**config.mk**
```make
export PLATFORM = sky130hd
export DESIGN_NAME = packet_serial_frame_encoder_unit
export DESIGN_NICKNAME = d
export VERILOG_FILES = /design/src/hdl/psfe_pkg.sv /design/src/hdl/psfe_front.sv /design/src/hdl/psfe_queue.sv /design/src/hdl/psfe_back.sv /design/src/hdl/packet_serial_frame_encoder_unit.sv
export SDC_FILE = /design/constraint.sdc
export NUM_CORES = 1
export LEC_CHECK = 0
export BUFFER_PORTS_ARGS = -buffer_cell sky130_fd_sc_hd__buf_2
export CORE_ASPECT_RATIO = 1.1
export CORE_MARGIN = 2
export CORE_UTILIZATION = 45
export CTS_BUF_LIST = sky130_fd_sc_hd__clkbuf_4 sky130_fd_sc_hd__clkbuf_8
export CTS_CLUSTER_SIZE = 16
export DETAILED_ROUTE_END_ITERATION = 8
export PLACE_DENSITY = 0.64
export RECOVER_POWER = 25
export SLEW_MARGIN = 20
export SYNTH_ARGS = -nofsm -noshare
export SYNTH_HDL_FRONTEND = slang
export SYNTH_HIERARCHICAL = 1
export SYNTH_SLANG_ARGS = --single-unit
```
**constraint.sdc**
```tcl
create_clock -name clk -period 3.1 [get_ports clk]
set_input_delay 0.62 -clock clk [delete_from_list [all_inputs] [get_ports clk]]
set_output_delay 0.62 -clock clk [all_outputs]
set_load 0.02 [all_outputs]
```
**src/hdl/psfe_pkg.sv**
```systemverilog
// Package for the packet serial frame encoder.
// Holds the queue entry type, frame constants and the CRC-14 byte update.
// No dependencies.
package psfe_pkg;

  // Operation codes on the input channel
  localparam logic OP_RAW    = 1'b0;
  localparam logic OP_NUMBER = 1'b1;

  // Result byte kinds
  localparam logic [1:0] KIND_PAYLOAD = 2'd0;
  localparam logic [1:0] KIND_CRC_LO  = 2'd1;
  localparam logic [1:0] KIND_CRC_HI  = 2'd2;

  // CRC-14, reflected, seven shifts per byte
  localparam logic [13:0] CRC_INIT = 14'h3fff;
  localparam logic [13:0] CRC_POLY = 14'h22f0;

  // Number packing
  localparam int unsigned NUM_W       = 30;
  localparam logic [28:0] NUM_MAXMAG  = 29'h1fffffff;
  localparam logic [2:0]  NBYTES_MAX  = 3'd5;

  // One accepted item, classified, waiting for the back end
  typedef struct packed {
    logic             op;
    logic [NUM_W-1:0] value;      // folded number, or raw byte in bits 7:0
    logic [2:0]       nbytes;     // payload bytes this item emits
    logic             frame_end;
  } psfe_entry_t;

  // Absorb the low 7 bits of one byte into the running CRC
  function automatic logic [13:0] crc_absorb(input logic [13:0] crc,
                                             input logic [6:0]  data);
    logic [13:0] c;
    c = crc ^ {7'b0, data};
    for (int k = 0; k < 7; k++) begin
      c = c[0] ? ((c >> 1) ^ CRC_POLY) : (c >> 1);
    end
    return c;
  endfunction

endpackage

```
**src/hdl/psfe_front.sv**
```systemverilog
// Front end of the frame encoder: accepts input transactions and classifies them.
// Sign-folds and clamps numbers and counts their packed bytes.
// Depends on psfe_pkg.
module psfe_front (
  input  logic                  in_valid,
  output logic                  in_stall,
  input  logic                  operation,
  input  logic [7:0]            data_byte,
  input  logic signed [29:0]    number,
  input  logic                  frame_end,
  input  logic                  queue_full,
  output logic                  push,
  output psfe_pkg::psfe_entry_t entry
);
  import psfe_pkg::*;

  logic             neg;
  logic [NUM_W-1:0] mag_full;
  logic [28:0]      mag;
  logic [NUM_W-1:0] folded;
  logic [2:0]       num_bytes;

  // Handshake: take a transaction whenever the queue has room
  assign in_stall = queue_full;
  assign push     = in_valid && !queue_full;

  // Sign fold: magnitude shifted left, low bit marks negative
  assign neg      = number[NUM_W-1];
  assign mag_full = neg ? (NUM_W'(0) - NUM_W'(number)) : NUM_W'(number);
  assign mag      = mag_full[NUM_W-1] ? NUM_MAXMAG : mag_full[28:0];
  assign folded   = {mag, neg};

  // Six value bits per packed byte
  always_comb begin
    if (folded[29:24] != 6'd0)      num_bytes = NBYTES_MAX;
    else if (folded[23:18] != 6'd0) num_bytes = 3'd4;
    else if (folded[17:12] != 6'd0) num_bytes = 3'd3;
    else if (folded[11:6] != 6'd0)  num_bytes = 3'd2;
    else                            num_bytes = 3'd1;
  end

  always_comb begin
    entry.op        = operation;
    entry.frame_end = frame_end;
    if (operation == OP_NUMBER) begin
      entry.value  = folded;
      entry.nbytes = num_bytes;
    end else begin
      entry.value  = {{(NUM_W-8){1'b0}}, data_byte};
      entry.nbytes = 3'd1;
    end
  end

endmodule

```
**src/hdl/psfe_queue.sv**
```systemverilog
// Short register queue between front and back end of the frame encoder.
// Depends on psfe_pkg.
module psfe_queue #(
  parameter int unsigned DEPTH = 2
) (
  input  logic                  clk,
  input  logic                  rst,
  input  logic                  push,
  input  psfe_pkg::psfe_entry_t push_entry,
  output logic                  full,
  input  logic                  pop,
  output logic                  head_valid,
  output psfe_pkg::psfe_entry_t head
);
  import psfe_pkg::*;

  localparam int unsigned PTR_W = (DEPTH > 1) ? $clog2(DEPTH) : 1;
  localparam int unsigned CNT_W = $clog2(DEPTH + 1);
  localparam logic [PTR_W-1:0] LAST_PTR = PTR_W'(DEPTH - 1);
  localparam logic [CNT_W-1:0] FULL_CNT = CNT_W'(DEPTH);

  psfe_entry_t      slots [DEPTH];
  logic [PTR_W-1:0] wr_ptr;
  logic [PTR_W-1:0] rd_ptr;
  logic [CNT_W-1:0] count;

  assign full       = (count == FULL_CNT);
  assign head_valid = (count != '0);
  assign head       = slots[rd_ptr];

  // Payload storage
  always_ff @(posedge clk) begin
    if (push) begin
      slots[wr_ptr] <= push_entry;
    end
  end

  // Pointers and fill count
  always_ff @(posedge clk) begin
    if (rst) begin
      wr_ptr <= '0;
      rd_ptr <= '0;
      count  <= '0;
    end else begin
      if (push) begin
        wr_ptr <= (wr_ptr == LAST_PTR) ? '0 : PTR_W'(wr_ptr + 1'b1);
      end
      if (pop) begin
        rd_ptr <= (rd_ptr == LAST_PTR) ? '0 : PTR_W'(rd_ptr + 1'b1);
      end
      case ({push, pop})
        2'b10:   count <= CNT_W'(count + 1'b1);
        2'b01:   count <= CNT_W'(count - 1'b1);
        default: count <= count;
      endcase
    end
  end

endmodule

```
**src/hdl/psfe_back.sv**
```systemverilog
// Back end of the frame encoder: emits one byte per cycle unless stalled, keeps the
// running CRC-14 and appends the two CRC bytes at frame end. Depends on psfe_pkg.
module psfe_back (
  input  logic                  clk,
  input  logic                  rst,
  input  logic                  head_valid,
  input  psfe_pkg::psfe_entry_t head,
  output logic                  pop,
  output logic                  out_valid,
  input  logic                  out_stall,
  output logic [7:0]            out_byte,
  output logic [1:0]            byte_kind,
  output logic                  last_of_run
);
  import psfe_pkg::*;

  typedef enum logic [3:0] {
    S_IDLE = 4'b0001,
    S_PAY  = 4'b0010,
    S_CRCL = 4'b0100,
    S_CRCH = 4'b1000
  } state_t;

  state_t           state, state_next;
  logic [13:0]      crc, crc_next;
  logic [NUM_W-1:0] work, work_next;
  logic [2:0]       left, left_next;
  logic             op, op_next;
  logic             fend, fend_next;

  logic             adv;
  logic             emit;
  logic [7:0]       emit_byte;
  logic [1:0]       emit_kind;
  logic             emit_last;

  logic             src_op;
  logic [NUM_W-1:0] src_value;
  logic [2:0]       src_left;
  logic             src_fend;
  logic [7:0]       pay_byte;
  logic [13:0]      crc_out;

  // Output slot is free or being taken this cycle
  assign adv = !out_valid || !out_stall;

  // Byte source: queue head when starting an item, else the working copy
  always_comb begin
    if (state == S_IDLE) begin
      src_op    = head.op;
      src_value = head.value;
      src_left  = head.nbytes;
      src_fend  = head.frame_end;
    end else begin
      src_op    = op;
      src_value = work;
      src_left  = left;
      src_fend  = fend;
    end
  end

  assign pay_byte = (src_op == OP_RAW) ? src_value[7:0]
                  : {1'b0, (src_left > 3'd1), src_value[5:0]};
  assign crc_out  = crc ^ CRC_INIT;

  // Sequencer: payload bytes, then at frame end CRC low, then CRC high
  always_comb begin
    state_next = state;
    crc_next   = crc;
    work_next  = work;
    left_next  = left;
    op_next    = op;
    fend_next  = fend;
    pop        = 1'b0;
    emit       = 1'b0;
    emit_byte  = pay_byte;
    emit_kind  = KIND_PAYLOAD;
    emit_last  = 1'b0;
    case (state)
      S_IDLE, S_PAY: begin
        if (adv && (state == S_PAY || head_valid)) begin
          pop       = (state == S_IDLE);
          emit      = 1'b1;
          crc_next  = crc_absorb(crc, pay_byte[6:0]);
          work_next = src_value >> 6;
          left_next = 3'(src_left - 3'd1);
          op_next   = src_op;
          fend_next = src_fend;
          if (src_left <= 3'd1) begin
            if (src_fend) begin
              state_next = S_CRCL;
            end else begin
              state_next = S_IDLE;
              emit_last  = 1'b1;
            end
          end else begin
            state_next = S_PAY;
          end
        end
      end
      S_CRCL: begin
        if (adv) begin
          emit       = 1'b1;
          emit_byte  = {1'b0, crc_out[6:0]};
          emit_kind  = KIND_CRC_LO;
          state_next = S_CRCH;
        end
      end
      S_CRCH: begin
        if (adv) begin
          emit       = 1'b1;
          emit_byte  = {1'b0, crc_out[13:7]};
          emit_kind  = KIND_CRC_HI;
          emit_last  = 1'b1;
          crc_next   = CRC_INIT;
          state_next = S_IDLE;
        end
      end
      default: begin
        state_next = S_IDLE;
      end
    endcase
  end

  // Control state
  always_ff @(posedge clk) begin
    if (rst) begin
      state     <= S_IDLE;
      crc       <= CRC_INIT;
      out_valid <= 1'b0;
    end else begin
      state <= state_next;
      crc   <= crc_next;
      if (emit) begin
        out_valid <= 1'b1;
      end else if (!out_stall) begin
        out_valid <= 1'b0;
      end
    end
  end

  // Working copy and output register
  always_ff @(posedge clk) begin
    work <= work_next;
    left <= left_next;
    op   <= op_next;
    fend <= fend_next;
    if (emit) begin
      out_byte    <= emit_byte;
      byte_kind   <= emit_kind;
      last_of_run <= emit_last;
    end
  end

`ifndef SYNTH
  // Waiting for CRC high means the CRC low byte sits in the output register
  a_crch_after_crcl: assert property (@(posedge clk) disable iff (rst)
    (state == S_CRCH) |-> (out_valid && byte_kind == KIND_CRC_LO))
    else $error("CRC high pending without CRC low in output");

  // CRC high always closes the run, CRC low never does
  a_crc_last: assert property (@(posedge clk) disable iff (rst)
    (out_valid && byte_kind == KIND_CRC_HI) |-> last_of_run)
    else $error("CRC high byte not flagged last");

  a_crcl_not_last: assert property (@(posedge clk) disable iff (rst)
    (out_valid && byte_kind == KIND_CRC_LO) |-> !last_of_run)
    else $error("CRC low byte flagged last");

  // Queue is popped only when it holds an entry
  a_pop_valid: assert property (@(posedge clk) disable iff (rst)
    pop |-> head_valid)
    else $error("pop from empty queue");

  // Sending CRC high returns the CRC to its initial value
  a_crc_reset: assert property (@(posedge clk) disable iff (rst)
    (state == S_CRCH && adv) |=> (crc == CRC_INIT))
    else $error("CRC not reinitialized after frame end");
`endif

endmodule

```
**src/hdl/packet_serial_frame_encoder_unit.sv**
```systemverilog
// Packet serial frame encoder, top level: input port, queue and byte sequencer.
// Depends on psfe_pkg, psfe_front, psfe_queue and psfe_back.
//
// Each input transaction is a raw frame byte or a signed number; numbers are
// sign-folded and packed six bits per byte (one to five bytes), and a
// transaction marked frame_end is followed by the CRC-14 low and high bytes.
// The output side delivers one byte per clock unless out_stall holds it; a
// transaction yields nbytes + 2*frame_end bytes: 1 for a raw byte, up to 7
// for a five-byte number that ends a frame. The byte sequencer updates the CRC
// over one byte per cycle while the output is not stalled. Inputs are taken
// every cycle while the queue (QUEUE_DEPTH entries) has room, independent of
// a stall on the output.
module packet_serial_frame_encoder_unit #(
  parameter int unsigned QUEUE_DEPTH = 2
) (
  input  logic               clk,
  input  logic               rst,
  input  logic               in_valid,
  output logic               in_stall,
  input  logic               operation,
  input  logic [7:0]         data_byte,
  input  logic signed [29:0] number,
  input  logic               frame_end,
  output logic               out_valid,
  input  logic               out_stall,
  output logic [7:0]         out_byte,
  output logic [1:0]         byte_kind,
  output logic               last_of_run
);
  import psfe_pkg::*;

  psfe_entry_t entry;
  psfe_entry_t head;
  logic        push;
  logic        pop;
  logic        queue_full;
  logic        head_valid;

  psfe_front u_front (
    .in_valid   (in_valid),
    .in_stall   (in_stall),
    .operation  (operation),
    .data_byte  (data_byte),
    .number     (number),
    .frame_end  (frame_end),
    .queue_full (queue_full),
    .push       (push),
    .entry      (entry)
  );

  psfe_queue #(
    .DEPTH (QUEUE_DEPTH)
  ) u_queue (
    .clk        (clk),
    .rst        (rst),
    .push       (push),
    .push_entry (entry),
    .full       (queue_full),
    .pop        (pop),
    .head_valid (head_valid),
    .head       (head)
  );

  psfe_back u_back (
    .clk         (clk),
    .rst         (rst),
    .head_valid  (head_valid),
    .head        (head),
    .pop         (pop),
    .out_valid   (out_valid),
    .out_stall   (out_stall),
    .out_byte    (out_byte),
    .byte_kind   (byte_kind),
    .last_of_run (last_of_run)
  );

endmodule
```
==> metrics.txt <==
endpoint class of the critical path=register; adder-cell share of the synthesized area=0.512%; Post-synth ARST share=0%; I/O Pins=between 50 and 60; largest family of logic cells by synthesized area=simple AND/OR/NAND/NOR gates; final period utilization=between 90% and 100%; Vias=4,788; Clock Tree Root=clkbuf_8; clk slew on worst S/H paths=0.09 ns; total iterations of the first detailed-routing run=5; Post-CTS Setup Repair Bufs=0; FMAX=between 300 and 400 MHz; Max-Cap Viols=0; total CTS buffers=17; Crit Path Category=register to register; Mapped Nets=633; H-tree depth=4; die span in y=around 140 µm; die area=17,300 µm²; IO buf count=56; highest-delay cell along the critical path=dfxtp_1; Rows=48; ys flop type=edfxtp_1; mux contribution to synthesized area=between 10% and 20%; cell family with most CP delay=compound AO/OA/AOI/OAI gates; crit-path cells=buf_4 -> mux2_2 -> nor2_1 -> a21oi_1 -> a21oi_2 -> xnor2_4 -> xnor3_1 -> a21oi_1; Hold Path Class=primary input to register; CP dominant cell by count=a21oi_1; post-synthesis sequential element count=between 100 and 150; Mapped Avg Cell Area=~13 µm²; Routed Antenna Nets=0; Largest stage delay, worst path=roughly 0.55 ns; Max clock buf depth=2; Setup violations, final=0; Core Box Area=~16,000 µm²; Final HPWL DP=roughly 11,000 µm; Vias/cell=5.58; Least-Margin Pin Slew=1.02 ns; initial drt markers=around 360; Internal Pwr Total=5.83 mW; maximum vdd ir drop=0.776 mV; register area share after synthesis=about half; Initial Utilization=roughly 46%; Clock power frac=roughly 16%; TritonCTS clock tree=yes; first-pass GRT wire length=24,800 µm; PwrDens=about 1100 nW/µm²; Clock Skews=about 0.011 ns; vias in the first global route=around 5,000; Worst Path Max Fanout=9; Clock Latency Late Sink=between 0.4 and 0.5 ns; # clock sinks=134; wire length per cell=17.9 µm; Period minus WS final=2.80 ns; layout cell share with drive strength beyond 1=around 27%; number of synthesized flops with an enable pin=110; status=complete, no violations; Slew Limit Fails=0; Final Hold Vio Count=0; largest net degree at the start of global routing=36; initial antenna violation count=0; DIE WIDTH=between 100 and 150 µm; switching share of power=35.4%; Synth Area in XOR/XNOR=between 10% and 20%; Buf/Inv on CP=1; Slew headroom=between 30% and 40%; Nets=692; data arrival time of the worst path=between 3 and 4 ns; Total GRT Usage=between 10% and 20%; total power=roughly 9.0 mW; Compound-Gate Fraction of Synth Area=roughly a tenth; gp weighted congestion=slightly below 0.9; Final Non-Filler Cells=858; Syn-to-layout area delta=11.6%; Yosys cell types=74; post-synthesis simple-gate area fraction=between 10% and 20%; yosys synthesis warning count=6; Hold Slack=0.386 ns; # diodes=0; Detailed Route WL=around 15,000 µm; Leakage=between 3 and 4 nW; Util after Layout=about 52%; Gate Count Post-Synth=between 500 and 600; Placed Cells incl. Taps=826; DRC violations left=0; CTS Hold Bufs=0; RSZ-0062 raised after global routing=false; PostCTS Resize Cnt=0; CP required=roughly 3.5 ns; Combinational Power Share=between 50% and 60%; mapped cell area=7330 µm²; net switching power=between 3 and 4 mW; grt total ovfl=0; Seq pwr share=33.2%; critical path launch point type=register
## power groups by stage
stage | Sequential (mW) | Combinational (mW) | Clock [mW]
final | 2.99 | 4.60 | 1.43
after global routing | 3.05 | 4.97 | 1.53
after CTS | 3.00 | 4.67 | 1.47
after detailed placement | 3.04 | 4.64 | 0
after global placement | 3.01 | 4.58 | 0
after floorplan | 3.02 | 3.75 | 0
## per-layer routing
| metal | track usage [%] | vias to the layer above | wire length (µm) |
|---|---|---|---|
| met5 | 0 | - | 0 |
| met4 | 6.54 | 0 | 225 |
| met3 | 3.07 | 16 | 536 |
| met2 | 32.8 | 115 | 7820 |
| met1 | 22.4 | 2340 | 6790 |
| li1 | - | 2317 | - |
## worst paths after layout
check,start,end,slack (ns),cells after the start
setup / recovery,register,u_back/crc[5],0.30,8
hold / removal,frame_end,u_queue/slots[0][0],0.39,1
setup reg to reg,register,u_back/crc[5],0.30,8
hold reg to reg,u_back/crc[11],u_back/crc[11],0.52,2
## sequential cells by signal, indices dropped and copies added, names as in the netlist, named ones only
name                cells
u_queue/rd_ptr          1
u_back/out_valid        1
u_back/out_byte         8
u_back/crc             14
u_back/op               1
u_queue/slots          70
u_back/fend             1
u_queue/count           2
u_back/state            4
u_back/last_of_run      1
u_back/work            24
u_back/left             3
u_back/byte_kind        2
u_queue/wr_ptr          1
## per-stage QoR
stage,setup slack (ns),area (µm²),setup TNS [ns]
global placement,0.0718,7820,0
global route,0.117,8180,0
CTS,0.301,8220,0
finish,0.303,8180,0
detailed placement,-0.00803,7820,-0.0217
floorplan,0.296,7330,0
## final cells by class
type | count | area, µm²
multi-input combinational | 398 | 3260
clock buffer | 17 | 234
tap | 200 | 250
clock inverter | 15 | 158
sequential | 134 | 3780
inverter | 14 | 52.6
fill | 1386 | 7620
timing repair buffer | 80 | 437
## kinds of logic (layout without fill, tap and decap cells)
| logic type | after synthesis | in the layout |
|---|---|---|
| xor+xnor | 63 | 63 |
| mux | 72 | 72 |
| simple gates | 144 | 144 |
| flops | 134 | 134 |
| compound gates | 116 | 116 |
| fa+ha+maj | 3 | 3 |
| buf+inv | 54 | 126 |
## Yosys cell counts (5+ instances only)
cell / instances / share of area (%)
o22ai_1: 6 / 0.51
edfxtp_1: 110 / 45
inv_1: 14 / 0.72
a21oi_1: 34 / 2.3
xnor2_1: 24 / 2.9
nor3_1: 6 / 0.41
nand2b_1: 10 / 0.85
and3_1: 7 / 0.60
nor4_1: 6 / 0.51
nand2_1: 18 / 0.92
xor2_1: 21 / 2.5
nand3_1: 7 / 0.48
o21ai_0: 20 / 1.4
nor3b_1: 5 / 0.51
mux2_2: 56 / 8.6
o22a_1: 7 / 0.84
buf_4: 8 / 0.82
buf_2: 8 / 0.55
clkbuf_1: 16 / 0.82
nand4_1: 6 / 0.51
a31oi_1: 11 / 0.94
nor2_1: 39 / 2.0
and2_1: 11 / 0.94
mux2i_1: 15 / 2.0
dfxtp_1: 24 / 6.6
xnor3_1: 9 / 2.8
## placed cells by master (no fill, tap or decap), types with 17 or more instances in the layout
cell type | synthesis | final
edfxtp_1 | 110 | 110
mux2_2 | 56 | 55
buf_2 | 8 | 42
nor2_1 | 39 | 38
a21oi_1 | 34 | 34
xnor2_1 | 24 | 24
dfxtp_1 | 24 | 24
buf_4 | 8 | 22
xor2_1 | 21 | 21
o21ai_0 | 20 | 20
nand2_1 | 18 | 18
clkbuf_8 | 0 | 17
Note: power is estimated with default switching activity, not from simulation.
